[src/hdl/tcl_pkg.sv]
// Shared types, constants and character helpers for the token class lexer.
package tcl_pkg;

	// Pending token length saturates here; reported length is further capped at 255.
	localparam int LENGTH_LIMIT = 255;
	localparam int LEN_W        = $clog2(LENGTH_LIMIT + 1);
	localparam int LEN_OUT_MAX  = 255;

	// Front-to-back queue
	localparam int QUEUE_DEPTH = 4;
	localparam int QPTR_W      = $clog2(QUEUE_DEPTH);
	localparam int QCNT_W      = $clog2(QUEUE_DEPTH + 1);

	// Keyword and bool word tables (string literals are right-aligned)
	localparam int NUM_TYPE_WORDS = 5;
	localparam int NUM_BOOL_WORDS = 4;
	localparam int WORD_BYTES     = 6;
	localparam logic [8*WORD_BYTES-1:0] TYPE_WORD [NUM_TYPE_WORDS] =
		'{"int", "float", "bool", "char", "string"};
	localparam logic [2:0] TYPE_LEN [NUM_TYPE_WORDS] = '{3'd3, 3'd5, 3'd4, 3'd4, 3'd6};
	localparam logic [8*WORD_BYTES-1:0] BOOL_WORD [NUM_BOOL_WORDS] =
		'{"0", "1", "true", "false"};
	localparam logic [2:0] BOOL_LEN [NUM_BOOL_WORDS] = '{3'd1, 3'd1, 3'd4, 3'd5};

	localparam logic [7:0] CH_SPACE   = 8'h20;
	localparam logic [7:0] CH_NEWLINE = 8'h0A;
	localparam logic [7:0] CH_SEMI    = 8'h3B;
	localparam logic [7:0] CH_CR      = 8'h0D;
	localparam logic [7:0] CH_PLUS    = 8'h2B;
	localparam logic [7:0] CH_MINUS   = 8'h2D;
	localparam logic [7:0] CH_ZERO    = 8'h30;
	localparam logic [7:0] CH_DOT     = 8'h2E;
	localparam logic [7:0] CH_SQUOTE  = 8'h27;
	localparam logic [7:0] CH_DQUOTE  = 8'h22;
	localparam logic [7:0] CH_UNDER   = 8'h5F;
	localparam logic [7:0] CH_DOLLAR  = 8'h24;

	typedef enum logic [3:0] {
		CLS_TYPE   = 4'd0,
		CLS_INT    = 4'd1,
		CLS_FLOAT  = 4'd2,
		CLS_BOOL   = 4'd3,
		CLS_CHAR   = 4'd4,
		CLS_STRING = 4'd5,
		CLS_IDENT  = 4'd6,
		CLS_ERROR  = 4'd7,
		CLS_SEP    = 4'd8
	} cls_t;

	typedef enum logic [4:0] {
		INT_START  = 5'b00001,
		INT_SIGN   = 5'b00010,
		INT_ZERO   = 5'b00100,
		INT_DIGITS = 5'b01000,
		INT_DEAD   = 5'b10000
	} int_st_t;

	typedef enum logic [5:0] {
		FLT_START = 6'b000001,
		FLT_SIGN  = 6'b000010,
		FLT_INT   = 6'b000100,
		FLT_DOT   = 6'b001000,
		FLT_FRAC  = 6'b010000,
		FLT_DEAD  = 6'b100000
	} flt_st_t;

	typedef enum logic [4:0] {
		CHR_START  = 5'b00001,
		CHR_OPEN   = 5'b00010,
		CHR_BODY   = 5'b00100,
		CHR_CLOSED = 5'b01000,
		CHR_DEAD   = 5'b10000
	} chr_st_t;

	typedef enum logic [3:0] {
		STR_START = 4'b0001,
		STR_OPEN  = 4'b0010,
		STR_QUOTE = 4'b0100,
		STR_DEAD  = 4'b1000
	} str_st_t;

	typedef enum logic [3:0] {
		ID_START  = 4'b0001,
		ID_LETTER = 4'b0010,
		ID_OTHER  = 4'b0100,
		ID_DEAD   = 4'b1000
	} id_st_t;

	// Everything the automata know about the pending token
	typedef struct packed {
		logic [NUM_TYPE_WORDS-1:0] kw_mask;
		logic [NUM_BOOL_WORDS-1:0] bl_mask;
		logic [2:0]                pos;
		int_st_t                   int_st;
		flt_st_t                   flt_st;
		chr_st_t                   chr_st;
		str_st_t                   str_st;
		id_st_t                    id_st;
	} dfa_state_t;

	// One queue entry: results caused by one input transaction
	typedef struct packed {
		logic       has_tok;
		cls_t       tok_class;
		logic [7:0] tok_len;
		logic       has_sep;
	} q_entry_t;

	localparam dfa_state_t DFA_CLEAR = '{
		kw_mask: '1,
		bl_mask: '1,
		pos:     3'd0,
		int_st:  INT_START,
		flt_st:  FLT_START,
		chr_st:  CHR_START,
		str_st:  STR_START,
		id_st:   ID_START
	};

	function automatic logic is_digit(logic [7:0] c);
		return (c >= 8'h30) && (c <= 8'h39);
	endfunction

	function automatic logic is_letter(logic [7:0] c);
		return ((c >= 8'h61) && (c <= 8'h7A)) || ((c >= 8'h41) && (c <= 8'h5A));
	endfunction

	function automatic logic [7:0] cap_len(logic [LEN_W-1:0] n);
		if (32'(n) > 32'(LEN_OUT_MAX))
			return 8'(LEN_OUT_MAX);
		return 8'(n);
	endfunction

endpackage

[src/hdl/tcl_front.sv]
// Front end: accepts bytes, runs the token automata and queues the results of each transaction.
module tcl_front (
	input  logic                clk,
	input  logic                arst_n,
	input  logic                byte_valid,
	output logic                byte_stall,
	input  logic [7:0]          char_byte,
	input  logic                end_of_input,
	input  logic                q_full,
	output logic                q_push,
	output tcl_pkg::q_entry_t   q_wdata
);

	tcl_pkg::dfa_state_t         st_q;
	tcl_pkg::dfa_state_t         st_nx;
	tcl_pkg::dfa_state_t         st_sel;
	logic [tcl_pkg::LEN_W-1:0]   cnt_q;
	logic [tcl_pkg::LEN_W-1:0]   cnt_nx;
	logic [tcl_pkg::LEN_W-1:0]   cnt_sel;
	logic                        accept;
	logic                        delim;
	logic                        flush;
	logic                        kw_acc;
	logic                        bl_acc;
	tcl_pkg::cls_t               cls;

	assign byte_stall = q_full;
	assign accept     = byte_valid && !q_full;
	assign delim      = (char_byte == tcl_pkg::CH_SPACE) || (char_byte == tcl_pkg::CH_NEWLINE) ||
	                    (char_byte == tcl_pkg::CH_SEMI);

	// Advance every automaton by one byte
	always_comb begin
		int unsigned p;
		st_nx = st_q;
		p     = 32'(st_q.pos);
		for (int k = 0; k < tcl_pkg::NUM_TYPE_WORDS; k++) begin
			st_nx.kw_mask[k] = 1'b0;
			if (st_q.kw_mask[k] && (p < 32'(tcl_pkg::TYPE_LEN[k])))
				st_nx.kw_mask[k] = (tcl_pkg::TYPE_WORD[k][8*(32'(tcl_pkg::TYPE_LEN[k])-1-p) +: 8]
				                   == char_byte);
		end
		for (int k = 0; k < tcl_pkg::NUM_BOOL_WORDS; k++) begin
			st_nx.bl_mask[k] = 1'b0;
			if (st_q.bl_mask[k] && (p < 32'(tcl_pkg::BOOL_LEN[k])))
				st_nx.bl_mask[k] = (tcl_pkg::BOOL_WORD[k][8*(32'(tcl_pkg::BOOL_LEN[k])-1-p) +: 8]
				                   == char_byte);
		end
		st_nx.pos = (st_q.pos == 3'd7) ? 3'd7 : st_q.pos + 3'd1;

		case (st_q.int_st)
			tcl_pkg::INT_START: begin
				if (char_byte == tcl_pkg::CH_PLUS || char_byte == tcl_pkg::CH_MINUS)
					st_nx.int_st = tcl_pkg::INT_SIGN;
				else if (char_byte == tcl_pkg::CH_ZERO)
					st_nx.int_st = tcl_pkg::INT_ZERO;
				else if (tcl_pkg::is_digit(char_byte))
					st_nx.int_st = tcl_pkg::INT_DIGITS;
				else
					st_nx.int_st = tcl_pkg::INT_DEAD;
			end
			tcl_pkg::INT_SIGN: begin
				st_nx.int_st = (tcl_pkg::is_digit(char_byte) && char_byte != tcl_pkg::CH_ZERO) ?
				               tcl_pkg::INT_DIGITS : tcl_pkg::INT_DEAD;
			end
			tcl_pkg::INT_DIGITS: begin
				st_nx.int_st = tcl_pkg::is_digit(char_byte) ? tcl_pkg::INT_DIGITS :
				               tcl_pkg::INT_DEAD;
			end
			default: st_nx.int_st = tcl_pkg::INT_DEAD;
		endcase

		case (st_q.flt_st)
			tcl_pkg::FLT_START: begin
				if (char_byte == tcl_pkg::CH_PLUS || char_byte == tcl_pkg::CH_MINUS)
					st_nx.flt_st = tcl_pkg::FLT_SIGN;
				else if (tcl_pkg::is_digit(char_byte))
					st_nx.flt_st = tcl_pkg::FLT_INT;
				else
					st_nx.flt_st = tcl_pkg::FLT_DEAD;
			end
			tcl_pkg::FLT_SIGN: begin
				st_nx.flt_st = tcl_pkg::is_digit(char_byte) ? tcl_pkg::FLT_INT :
				               tcl_pkg::FLT_DEAD;
			end
			tcl_pkg::FLT_INT: begin
				if (char_byte == tcl_pkg::CH_DOT)
					st_nx.flt_st = tcl_pkg::FLT_DOT;
				else if (tcl_pkg::is_digit(char_byte))
					st_nx.flt_st = tcl_pkg::FLT_INT;
				else
					st_nx.flt_st = tcl_pkg::FLT_DEAD;
			end
			tcl_pkg::FLT_DOT, tcl_pkg::FLT_FRAC: begin
				st_nx.flt_st = tcl_pkg::is_digit(char_byte) ? tcl_pkg::FLT_FRAC :
				               tcl_pkg::FLT_DEAD;
			end
			default: st_nx.flt_st = tcl_pkg::FLT_DEAD;
		endcase

		case (st_q.chr_st)
			tcl_pkg::CHR_START: begin
				st_nx.chr_st = (char_byte == tcl_pkg::CH_SQUOTE) ? tcl_pkg::CHR_OPEN :
				               tcl_pkg::CHR_DEAD;
			end
			tcl_pkg::CHR_OPEN: begin
				st_nx.chr_st = (char_byte != tcl_pkg::CH_CR) ? tcl_pkg::CHR_BODY :
				               tcl_pkg::CHR_DEAD;
			end
			tcl_pkg::CHR_BODY: begin
				st_nx.chr_st = (char_byte == tcl_pkg::CH_SQUOTE) ? tcl_pkg::CHR_CLOSED :
				               tcl_pkg::CHR_DEAD;
			end
			default: st_nx.chr_st = tcl_pkg::CHR_DEAD;
		endcase

		case (st_q.str_st)
			tcl_pkg::STR_START: begin
				st_nx.str_st = (char_byte == tcl_pkg::CH_DQUOTE) ? tcl_pkg::STR_OPEN :
				               tcl_pkg::STR_DEAD;
			end
			tcl_pkg::STR_OPEN, tcl_pkg::STR_QUOTE: begin
				if (char_byte == tcl_pkg::CH_CR)
					st_nx.str_st = tcl_pkg::STR_DEAD;
				else if (char_byte == tcl_pkg::CH_DQUOTE)
					st_nx.str_st = tcl_pkg::STR_QUOTE;
				else
					st_nx.str_st = tcl_pkg::STR_OPEN;
			end
			default: st_nx.str_st = tcl_pkg::STR_DEAD;
		endcase

		case (st_q.id_st)
			tcl_pkg::ID_START: begin
				st_nx.id_st = tcl_pkg::is_letter(char_byte) ? tcl_pkg::ID_LETTER :
				              tcl_pkg::ID_DEAD;
			end
			tcl_pkg::ID_LETTER, tcl_pkg::ID_OTHER: begin
				if (tcl_pkg::is_letter(char_byte))
					st_nx.id_st = tcl_pkg::ID_LETTER;
				else if (tcl_pkg::is_digit(char_byte) || char_byte == tcl_pkg::CH_UNDER ||
				         char_byte == tcl_pkg::CH_DOLLAR)
					st_nx.id_st = tcl_pkg::ID_OTHER;
				else
					st_nx.id_st = tcl_pkg::ID_DEAD;
			end
			default: st_nx.id_st = tcl_pkg::ID_DEAD;
		endcase
	end

	assign cnt_nx = (32'(cnt_q) < 32'(tcl_pkg::LENGTH_LIMIT)) ? cnt_q + 1'b1 : cnt_q;

	// A delimiter classifies what is pending; a last byte classifies after appending
	assign st_sel  = delim ? st_q : st_nx;
	assign cnt_sel = delim ? cnt_q : cnt_nx;
	assign flush   = delim ? (cnt_q != '0) : end_of_input;

	always_comb begin
		kw_acc = 1'b0;
		bl_acc = 1'b0;
		for (int k = 0; k < tcl_pkg::NUM_TYPE_WORDS; k++)
			if (st_sel.kw_mask[k] && st_sel.pos == tcl_pkg::TYPE_LEN[k])
				kw_acc = 1'b1;
		for (int k = 0; k < tcl_pkg::NUM_BOOL_WORDS; k++)
			if (st_sel.bl_mask[k] && st_sel.pos == tcl_pkg::BOOL_LEN[k])
				bl_acc = 1'b1;
	end

	always_comb begin
		if (kw_acc)
			cls = tcl_pkg::CLS_TYPE;
		else if (st_sel.int_st == tcl_pkg::INT_ZERO || st_sel.int_st == tcl_pkg::INT_DIGITS)
			cls = tcl_pkg::CLS_INT;
		else if (st_sel.flt_st == tcl_pkg::FLT_INT || st_sel.flt_st == tcl_pkg::FLT_FRAC)
			cls = tcl_pkg::CLS_FLOAT;
		else if (bl_acc)
			cls = tcl_pkg::CLS_BOOL;
		else if (st_sel.chr_st == tcl_pkg::CHR_CLOSED)
			cls = tcl_pkg::CLS_CHAR;
		else if (st_sel.str_st == tcl_pkg::STR_QUOTE)
			cls = tcl_pkg::CLS_STRING;
		else if (st_sel.id_st == tcl_pkg::ID_LETTER)
			cls = tcl_pkg::CLS_IDENT;
		else
			cls = tcl_pkg::CLS_ERROR;
	end

	assign q_wdata.has_tok   = flush;
	assign q_wdata.tok_class = cls;
	assign q_wdata.tok_len   = tcl_pkg::cap_len(cnt_sel);
	assign q_wdata.has_sep   = (char_byte == tcl_pkg::CH_SEMI);
	assign q_push            = accept && (q_wdata.has_tok || q_wdata.has_sep);

	always_ff @(posedge clk or negedge arst_n) begin
		if (!arst_n) begin
			st_q  <= tcl_pkg::DFA_CLEAR;
			cnt_q <= '0;
		end else if (accept) begin
			if (delim || end_of_input) begin
				st_q  <= tcl_pkg::DFA_CLEAR;
				cnt_q <= '0;
			end else begin
				st_q  <= st_nx;
				cnt_q <= cnt_nx;
			end
		end
	end

endmodule

[src/hdl/tcl_fifo.sv]
// Short queue of per-transaction result records between front and back end.
module tcl_fifo (
	input  logic                clk,
	input  logic                arst_n,
	input  logic                push,
	input  tcl_pkg::q_entry_t   wdata,
	output logic                full,
	input  logic                pop,
	output tcl_pkg::q_entry_t   rdata,
	output logic                empty
);

	tcl_pkg::q_entry_t            mem_q [tcl_pkg::QUEUE_DEPTH];
	logic [tcl_pkg::QPTR_W-1:0]   wr_ptr_q;
	logic [tcl_pkg::QPTR_W-1:0]   rd_ptr_q;
	logic [tcl_pkg::QCNT_W-1:0]   count_q;
	logic                         do_push;
	logic                         do_pop;

	assign full    = (count_q == tcl_pkg::QCNT_W'(tcl_pkg::QUEUE_DEPTH));
	assign empty   = (count_q == '0);
	assign do_push = push && !full;
	assign do_pop  = pop && !empty;
	assign rdata   = mem_q[rd_ptr_q];

	always_ff @(posedge clk) begin
		if (do_push)
			mem_q[wr_ptr_q] <= wdata;
	end

	always_ff @(posedge clk or negedge arst_n) begin
		if (!arst_n) begin
			wr_ptr_q <= '0;
			rd_ptr_q <= '0;
			count_q  <= '0;
		end else begin
			if (do_push)
				wr_ptr_q <= (wr_ptr_q == tcl_pkg::QPTR_W'(tcl_pkg::QUEUE_DEPTH - 1)) ? '0 :
				            wr_ptr_q + 1'b1;
			if (do_pop)
				rd_ptr_q <= (rd_ptr_q == tcl_pkg::QPTR_W'(tcl_pkg::QUEUE_DEPTH - 1)) ? '0 :
				            rd_ptr_q + 1'b1;
			if (do_push && !do_pop)
				count_q <= count_q + 1'b1;
			else if (do_pop && !do_push)
				count_q <= count_q - 1'b1;
		end
	end

endmodule

[src/hdl/tcl_back.sv]
// Back end: unpacks queued records into result transactions through an output register.
module tcl_back (
	input  logic                clk,
	input  logic                arst_n,
	input  logic                q_empty,
	input  tcl_pkg::q_entry_t   q_rdata,
	output logic                q_pop,
	output logic                res_valid,
	input  logic                res_stall,
	output logic [3:0]          token_class,
	output logic [7:0]          token_length,
	output logic                last_of_run
);

	logic           valid_q;
	logic           sep_pend_q;
	tcl_pkg::cls_t  class_q;
	logic [7:0]     len_q;
	logic           last_q;
	logic           load;

	assign load  = !valid_q || !res_stall;
	assign q_pop = load && !sep_pend_q && !q_empty;

	always_ff @(posedge clk or negedge arst_n) begin
		if (!arst_n) begin
			valid_q    <= 1'b0;
			sep_pend_q <= 1'b0;
		end else if (load) begin
			if (sep_pend_q) begin
				valid_q    <= 1'b1;
				sep_pend_q <= 1'b0;
			end else if (!q_empty) begin
				valid_q    <= 1'b1;
				sep_pend_q <= q_rdata.has_tok && q_rdata.has_sep;
			end else begin
				valid_q <= 1'b0;
			end
		end
	end

	// Token goes first; a trailing separator waits one transaction
	always_ff @(posedge clk) begin
		if (load) begin
			if (sep_pend_q || (!q_empty && !q_rdata.has_tok)) begin
				class_q <= tcl_pkg::CLS_SEP;
				len_q   <= 8'd1;
				last_q  <= 1'b1;
			end else if (!q_empty) begin
				class_q <= q_rdata.tok_class;
				len_q   <= q_rdata.tok_len;
				last_q  <= !q_rdata.has_sep;
			end
		end
	end

	assign res_valid    = valid_q;
	assign token_class  = class_q;
	assign token_length = len_q;
	assign last_of_run  = last_q;

endmodule

[src/hdl/token_class_lexer.sv]
// Top level of the token class lexer: front end, result queue and back end.
//
//  Channel | Handshake              | Payload
//  --------+------------------------+------------------------------------------
//  input   | byte_valid, byte_stall | char_byte, end_of_input
//  result  | res_valid, res_stall   | token_class, token_length, last_of_run
//
// One byte is taken every cycle while the queue is not full; the automata step once per byte in the front end.
// The output register delivers one result per cycle while res_stall is low, so a semicolon that ends a token
// occupies the back end for two results; the four-entry queue absorbs such bursts.
// The results of an accepted byte pass through the queue and then the output register.
// arst_n clears the automata, the queue and the output register at once.
// byte_stall rises only while the queue is full.
module token_class_lexer (
	input  logic        clk,
	input  logic        arst_n,
	input  logic        byte_valid,
	output logic        byte_stall,
	input  logic [7:0]  char_byte,
	input  logic        end_of_input,
	output logic        res_valid,
	input  logic        res_stall,
	output logic [3:0]  token_class,
	output logic [7:0]  token_length,
	output logic        last_of_run
);

	logic               q_push;
	logic               q_pop;
	logic               q_full;
	logic               q_empty;
	tcl_pkg::q_entry_t  q_wdata;
	tcl_pkg::q_entry_t  q_rdata;

	tcl_front u_front (
		.clk          (clk),
		.arst_n       (arst_n),
		.byte_valid   (byte_valid),
		.byte_stall   (byte_stall),
		.char_byte    (char_byte),
		.end_of_input (end_of_input),
		.q_full       (q_full),
		.q_push       (q_push),
		.q_wdata      (q_wdata)
	);

	tcl_fifo u_fifo (
		.clk    (clk),
		.arst_n (arst_n),
		.push   (q_push),
		.wdata  (q_wdata),
		.full   (q_full),
		.pop    (q_pop),
		.rdata  (q_rdata),
		.empty  (q_empty)
	);

	tcl_back u_back (
		.clk          (clk),
		.arst_n       (arst_n),
		.q_empty      (q_empty),
		.q_rdata      (q_rdata),
		.q_pop        (q_pop),
		.res_valid    (res_valid),
		.res_stall    (res_stall),
		.token_class  (token_class),
		.token_length (token_length),
		.last_of_run  (last_of_run)
	);

`ifndef SYNTHESIS
	a_push_has_room: assert property (@(posedge clk) disable iff (!arst_n)
		q_push |-> !q_full)
		else $error("queue written while full");

	a_pop_has_data: assert property (@(posedge clk) disable iff (!arst_n)
		q_pop |-> !q_empty)
		else $error("queue read while empty");

	a_sep_follows: assert property (@(posedge clk) disable iff (!arst_n)
		(res_valid && !res_stall && !last_of_run) |=>
			(res_valid && token_class == tcl_pkg::CLS_SEP))
		else $error("separator did not follow a non-final token");

	a_sep_shape: assert property (@(posedge clk) disable iff (!arst_n)
		(res_valid && token_class == tcl_pkg::CLS_SEP) |-> (last_of_run && token_length == 8'd1))
		else $error("malformed separator transaction");
`endif

endmodule

[config.mk]
export PLATFORM = sky130hd
export DESIGN_NAME = token_class_lexer
export DESIGN_NICKNAME = d
export VERILOG_FILES = /design/src/hdl/tcl_pkg.sv /design/src/hdl/tcl_front.sv /design/src/hdl/tcl_fifo.sv /design/src/hdl/tcl_back.sv /design/src/hdl/token_class_lexer.sv
export SDC_FILE = /design/constraint.sdc
export NUM_CORES = 1
export LEC_CHECK = 0
export BUFFER_PORTS_ARGS = -buffer_cell sky130_fd_sc_hd__buf_4
export CORE_MARGIN = 3
export CORE_UTILIZATION = 32
export CTS_CLUSTER_DIAMETER = 200
export CTS_CLUSTER_SIZE = 30
export DETAILED_ROUTE_END_ITERATION = 10
export PLACE_DENSITY_LB_ADDON = 0.15
export SLEW_MARGIN = 10
export SYNTH_ARGS = -nofsm -noshare
export SYNTH_HDL_FRONTEND = slang
export SYNTH_SLANG_ARGS = --single-unit
export TNS_END_PERCENT = 20
[constraint.sdc]
create_clock -name clk -period 4 [get_ports clk]
set_input_delay 0 -clock clk [delete_from_list [all_inputs] [get_ports clk]]
set_output_delay 0 -clock clk [all_outputs]
set_load 0.01 [all_outputs]
Word level (Yosys, flattened, before mapping) --
Memory sizes are Yosys's and may differ from the RTL's. Index checks and enable logic that the tools add are counted.
Word-level totals: bits in registers 66, latch bits 0, bits in writable memories 56, ROM bits 0, input bits 13, word-level logic and storage cells 234, memories 1
Cells by class: $add $sub $neg 11, multiply operators 0, divide/modulo/power cells 0, magnitude comparators 12, equality and inequality tests 57, shifts and indexed selects 9, multiplexer cells 67, bitwise gates (word level) 0, reduce and logical (&&, ||, !) cells 60
Memories:
- u_fifo.mem_q | depth 4, width 14, rd ports 1, clocked after Yosys merged registers in 0, write ports 1, line tcl_fifo.sv:13 | tcl_pkg::q_entry_t mem_q [tcl_pkg::QUEUE_DEPTH];
Operator list (count):
- 48-bit by 33-bit variable part select with 8-bit output (first input constant) | 9
- 8-bit by 6-bit == test with 1-bit output (second input constant) | 9
- 8-bit == test | 9
- 36-bit two-way mux | 2
- 4-bit two-way mux | 12
- 5-bit two-way mux | 7
- 1-bit logical AND | 32
- 8-bit two-way mux | 4
- 5-bit case mux with 3 select lines | 2
- 1-bit two-way mux | 27
- 6-bit two-way mux | 4
- 6-bit case mux with 4 select lines | 1
- 8-bit by 4-bit == test with 1-bit output (second input constant) | 2
- 8-bit by 7-bit greater-or-equal comparator with 1-bit output (second input constant) | 2
- 8-bit by 7-bit less-or-equal comparator with 1-bit output (second input constant) | 2
- 4-bit case mux with 2 select lines | 2
- 3-bit == test (second input constant) | 5
- 5-bit by 4-bit == test with 1-bit output (second input constant) | 3
- 4-bit by 2-bit == test with 1-bit output (second input constant) | 3
- 4-bit by 3-bit == test with 1-bit output (second input constant) | 3
- 6-bit by 3-bit == test with 1-bit output (second input constant) | 2
- 6-bit by 5-bit == test with 1-bit output (second input constant) | 2
- 1-bit logical OR | 12
- 3-bit two-way mux | 4
- 34 further kinds | 56

Logic depth before layout (Yosys ltp) --
depth after elaboration 18, gate-level depth with buffers 14, depth with buffers taken out 12

Cells and area by module --
A second synthesis with hierarchy kept.
Unflattened totals: cells, all modules 673, area total of the unflattened synthesis 7200.7 um2
By module, submodules not included:
- tcl_front | instances 1, cells each 526, area an instance 4106.4 um2, sequential area each 1013.5 um2
- tcl_fifo | instances 1, cells each 110, area an instance 2481.1 um2, sequential area each 1856.8 um2
- tcl_back | instances 1, cells each 37, area an instance 613.1 um2, sequential area each 440.4 um2

Least setup slack after synthesis --
No wires, ideal clock.
kind register to register, from reg u_front.st_q[25] (netlist bit), to mem u_fifo.mem_q[0][10] (netlist bit) (data pin), library setup time 187 ps, data arrival time 2783 ps, slack 1030 ps, cell stages (with the launch flop) 12, path buffers 3, cells stage by stage dfrtp_1 -> buf_2 -> inv_1 -> ha_1 -> clkbuf_1 -> clkbuf_1 -> nor4_1 -> xnor2_1 -> a211o_1 -> o41ai_1 -> a211oi_1 -> a31oi_1
RTL lines:
- from (decl) | line tcl_front.sv:14 | tcl_pkg::dfa_state_t st_q;
- from (signal assigned) | line tcl_front.sv:196 | st_q <= tcl_pkg::DFA_CLEAR;
- from (signal assigned) | line tcl_front.sv:200 | st_q <= tcl_pkg::DFA_CLEAR;
- from (signal assigned) | line tcl_front.sv:203 | st_q <= st_nx;
- to (decl) | line tcl_fifo.sv:13

==> results.ini <==
[status]
outcome = complete, no violations

[yosys]
synth_edf_count = 65
ys_ff_latch = 114
synthCells = 660
synthesis.area_um2 = 6950
ys_types = 86
yosys_warnings = 0
syn_area_per_cell_um2 = 10.5
async_flop_share_pct = 43.0
synth_area_leaders = edfxtp_1 28%, dfrtp_1 14%, mux4_2 4.2%
synth.net_count = 694
yosysMostFrequentCell = edfxtp_1
ys_seq_area_share_pct = 45.9
synth_top_cell_by_area = edfxtp_1
synth_top_area_share_pct = 28.1
ys.flop_type = edfxtp_1
synth.top_cells.by_count = 65 x edfxtp_1, 39 x dfrtp_1, 39 x nand2_1

[setup_path]
start_kind = register
reg2regPathDepth = 10
reg2reg_from = u_front.st_q[24]$_DFFE_PN0P_
critPathMaxFanout = 35
regToRegEndpoint = u_fifo.mem_q[0][10]$_DFFE_PP_
startpoint = u_front.st_q[24]$_DFFE_PN0P_
cp_data_arrival_time_ps = 3280
cp_data_required_time_ps = 4110
crit_end = u_fifo.mem_q[0][10]$_DFFE_PP_
path_class = register to register
r2r_setup_slack_ps = 830
critPathCaptureType = register

[power]
finalPower_w = 0.00536
powerDensity_nw_per_um2 = 675
max-vdd-ir-drop_uv = 249
p_leak_nw = 2.90

[timing]
slew_violations = 0
period_share_pct = 79.2
worst_pin_slew_ps = 932
layout_min_cycle_time_ps = 3170
slew_headroom_pct = 37.8
setup_tns_ps = 0
final-hold-violation-count = 0
skew_ps = 12.3
rsz0062_at_grt = no
final-setup-viol-count = 0
fmax_ghz = 0.316

[die]
num_io_pins = 28
rows = 53
core-area_um2 = 21200
dieArea_um2 = 23500
initial_utilization_pct = 32.8
die_y_um = 153
fp.dieW_um = 153

[drt]
vias_per_cell = 5.62
via_count = 5390
wirelength_um = 17800
drtIter0Drc = 482
ant_nets = 0
wl_per_cell_um = 18.6
drc = 0
drtPass1Iterations = 5

[clocking]
clock_sinks = 114
ctsHoldBuffers = 3
clockBufferDepth = 2
clock_latency_ps = 410
numCtsBuffers = 17
cts_setup_buffers = 0
h-tree-depth = 4
cts.clk_slew.worst_paths_ps = 60
cts_root_buf = clkbuf_16
cts_resized = 0
cts_tree = built

[place]
io_buffers = 27
dp_hpwl_um = 12100
gp_congestion = 0.919
placed_cell_area_um2 = 7350
dp.cells = 924

[run]
maxCapViolations = 0

[min_path]
hp-class = primary input to register

[cells_and_area]
multiInputGateArea_um2 = 3460
post_layout_nonfiller_instances = 959
syn_to_final_growth_pct = 14.4
diodes = 0
drive_gt1_share_pct = 17.3
fill_cells = 2042
regArea_um2 = 3190
design_area_um2 = 7950
nNetsFinal = 705

[global_routing]
grt_pass1_vias = 5221
antenna_found_initial = 0
grt_max_degree = 50
grt_pass1_wl_um = 28700
top_usage_layer = met2
grt_usage_pct = 15.3
met1_usage_pct = 21.1
globalRouteOverflowTotal = 0
met2_usage_pct = 24.0
grtUsageMet3_pct = 2.97

==> layer usage <==
layer / vias to the layer above / routed length, um
met2: 147 / 8460
met1: 2677 / 8350
met4: 0 / 297
met3: 24 / 711
li1: 2542 / -
met5: - / 0
==> logic make-up after synthesis <==
kind of cell	count (synthesis)	synth area share, %
compound gates	167	16.4
xor+xnor	28	3.75
fa+ha+maj	21	3.89
buf+inv	67	4.25
flops	114	45.9
mux	26	6.25
simple gates	237	19.5
==> stage by stage <==
stage / util, % / worst slack (ps) / hold slack, ps
after floorplan: - / 1030 / -296
after detailed placement: 34.7 / 896 / 97.6
after global placement: 34.7 / 948 / 95.9
final: 37.6 / 834 / 144
after CTS: 37.6 / 872 / 119
after global routing: 37.6 / 598 / 159
==> registers in the layout (all words and copies together), names as in the netlist <==
signal	cells
u_fifo.wr_ptr_q	2
u_back.last_of_run	1
u_fifo.count_q	3
u_fifo.rd_ptr_q	2
u_back.res_valid	1
u_front.st_q	32
u_back.token_length	8
u_front.cnt_q	8
u_back.sep_pend_q	1
u_fifo.mem_q	52
u_back.token_class	4
==> report_power, final <==
part           switching, W  leakage (nW)  internal, W
registers          0.000193          1.20      0.00158
clock network      0.000597         0.281     0.000870
logic               0.00120          1.42     0.000926
total               0.00199          2.90      0.00337
==> placed cells by master, fill, tap and decap left out, drive strengths merged, types with 7 or more instances in the layout <==
master / netlist / routed
and3: 8 / 8
inv: 18 / 25
edfxtp: 65 / 65
nor4: 13 / 13
buf: 23 / 38
ha: 20 / 20
nand2b: 12 / 12
and2: 10 / 10
mux4: 13 / 13
mux2: 9 / 9
xor2: 7 / 7
a21oi: 36 / 36
nand4: 10 / 10
nor3: 16 / 16
o21ai: 40 / 40
dfrtp: 39 / 39
nand2: 39 / 39
xnor2: 20 / 20
o22ai: 7 / 7
dfstp: 10 / 10
a32o: 7 / 7
a31oi: 12 / 12
or2: 8 / 8
or3: 10 / 10
nor2b: 17 / 17
clkbuf: 26 / 17
nand3: 15 / 15
nor3b: 14 / 14
nor2: 36 / 36
a22o: 7 / 7
==> critical path, stage by stage (launching register included) <==
cell      delay (ps)
dfrtp_1          360
buf_4            350
ha_1             240
inv_1             70
ha_1             330
o31a_1           290
nor4_1           280
nor4b_1          520
a311oi_1         160
nand3b_1         170
a31oi_1           90
==> layout make-up <==
type / instances / share of cell area, %
clock buffer: 17 / 5.35
clock inverter: 15 / 1.84
inverter: 18 / 0.850
multi-input combinational: 479 / 43.5
sequential: 114 / 40.1
tap: 275 / 4.33
timing repair buffer: 41 / 3.97
==> how the worst min path moves through the flow <==
stage | from | to | slack [ps] | cells past startpoint
after floorplan | arst_n | u_back.res_valid$_DFFE_PN0N_ | -300 | 0
after global placement | arst_n | u_back.res_valid$_DFFE_PN0N_ | 100 | 1
after detailed placement | arst_n | u_back.res_valid$_DFFE_PN0N_ | 100 | 1
after CTS | char_byte[7] | u_front.st_q[31]$_DFFE_PN1P_ | 120 | 4
after global routing | char_byte[1] | u_front.st_q[33]$_DFFE_PN1P_ | 160 | 4
final | char_byte[7] | u_front.st_q[31]$_DFFE_PN1P_ | 140 | 4
Note: power is estimated with default switching activity, not from simulation.
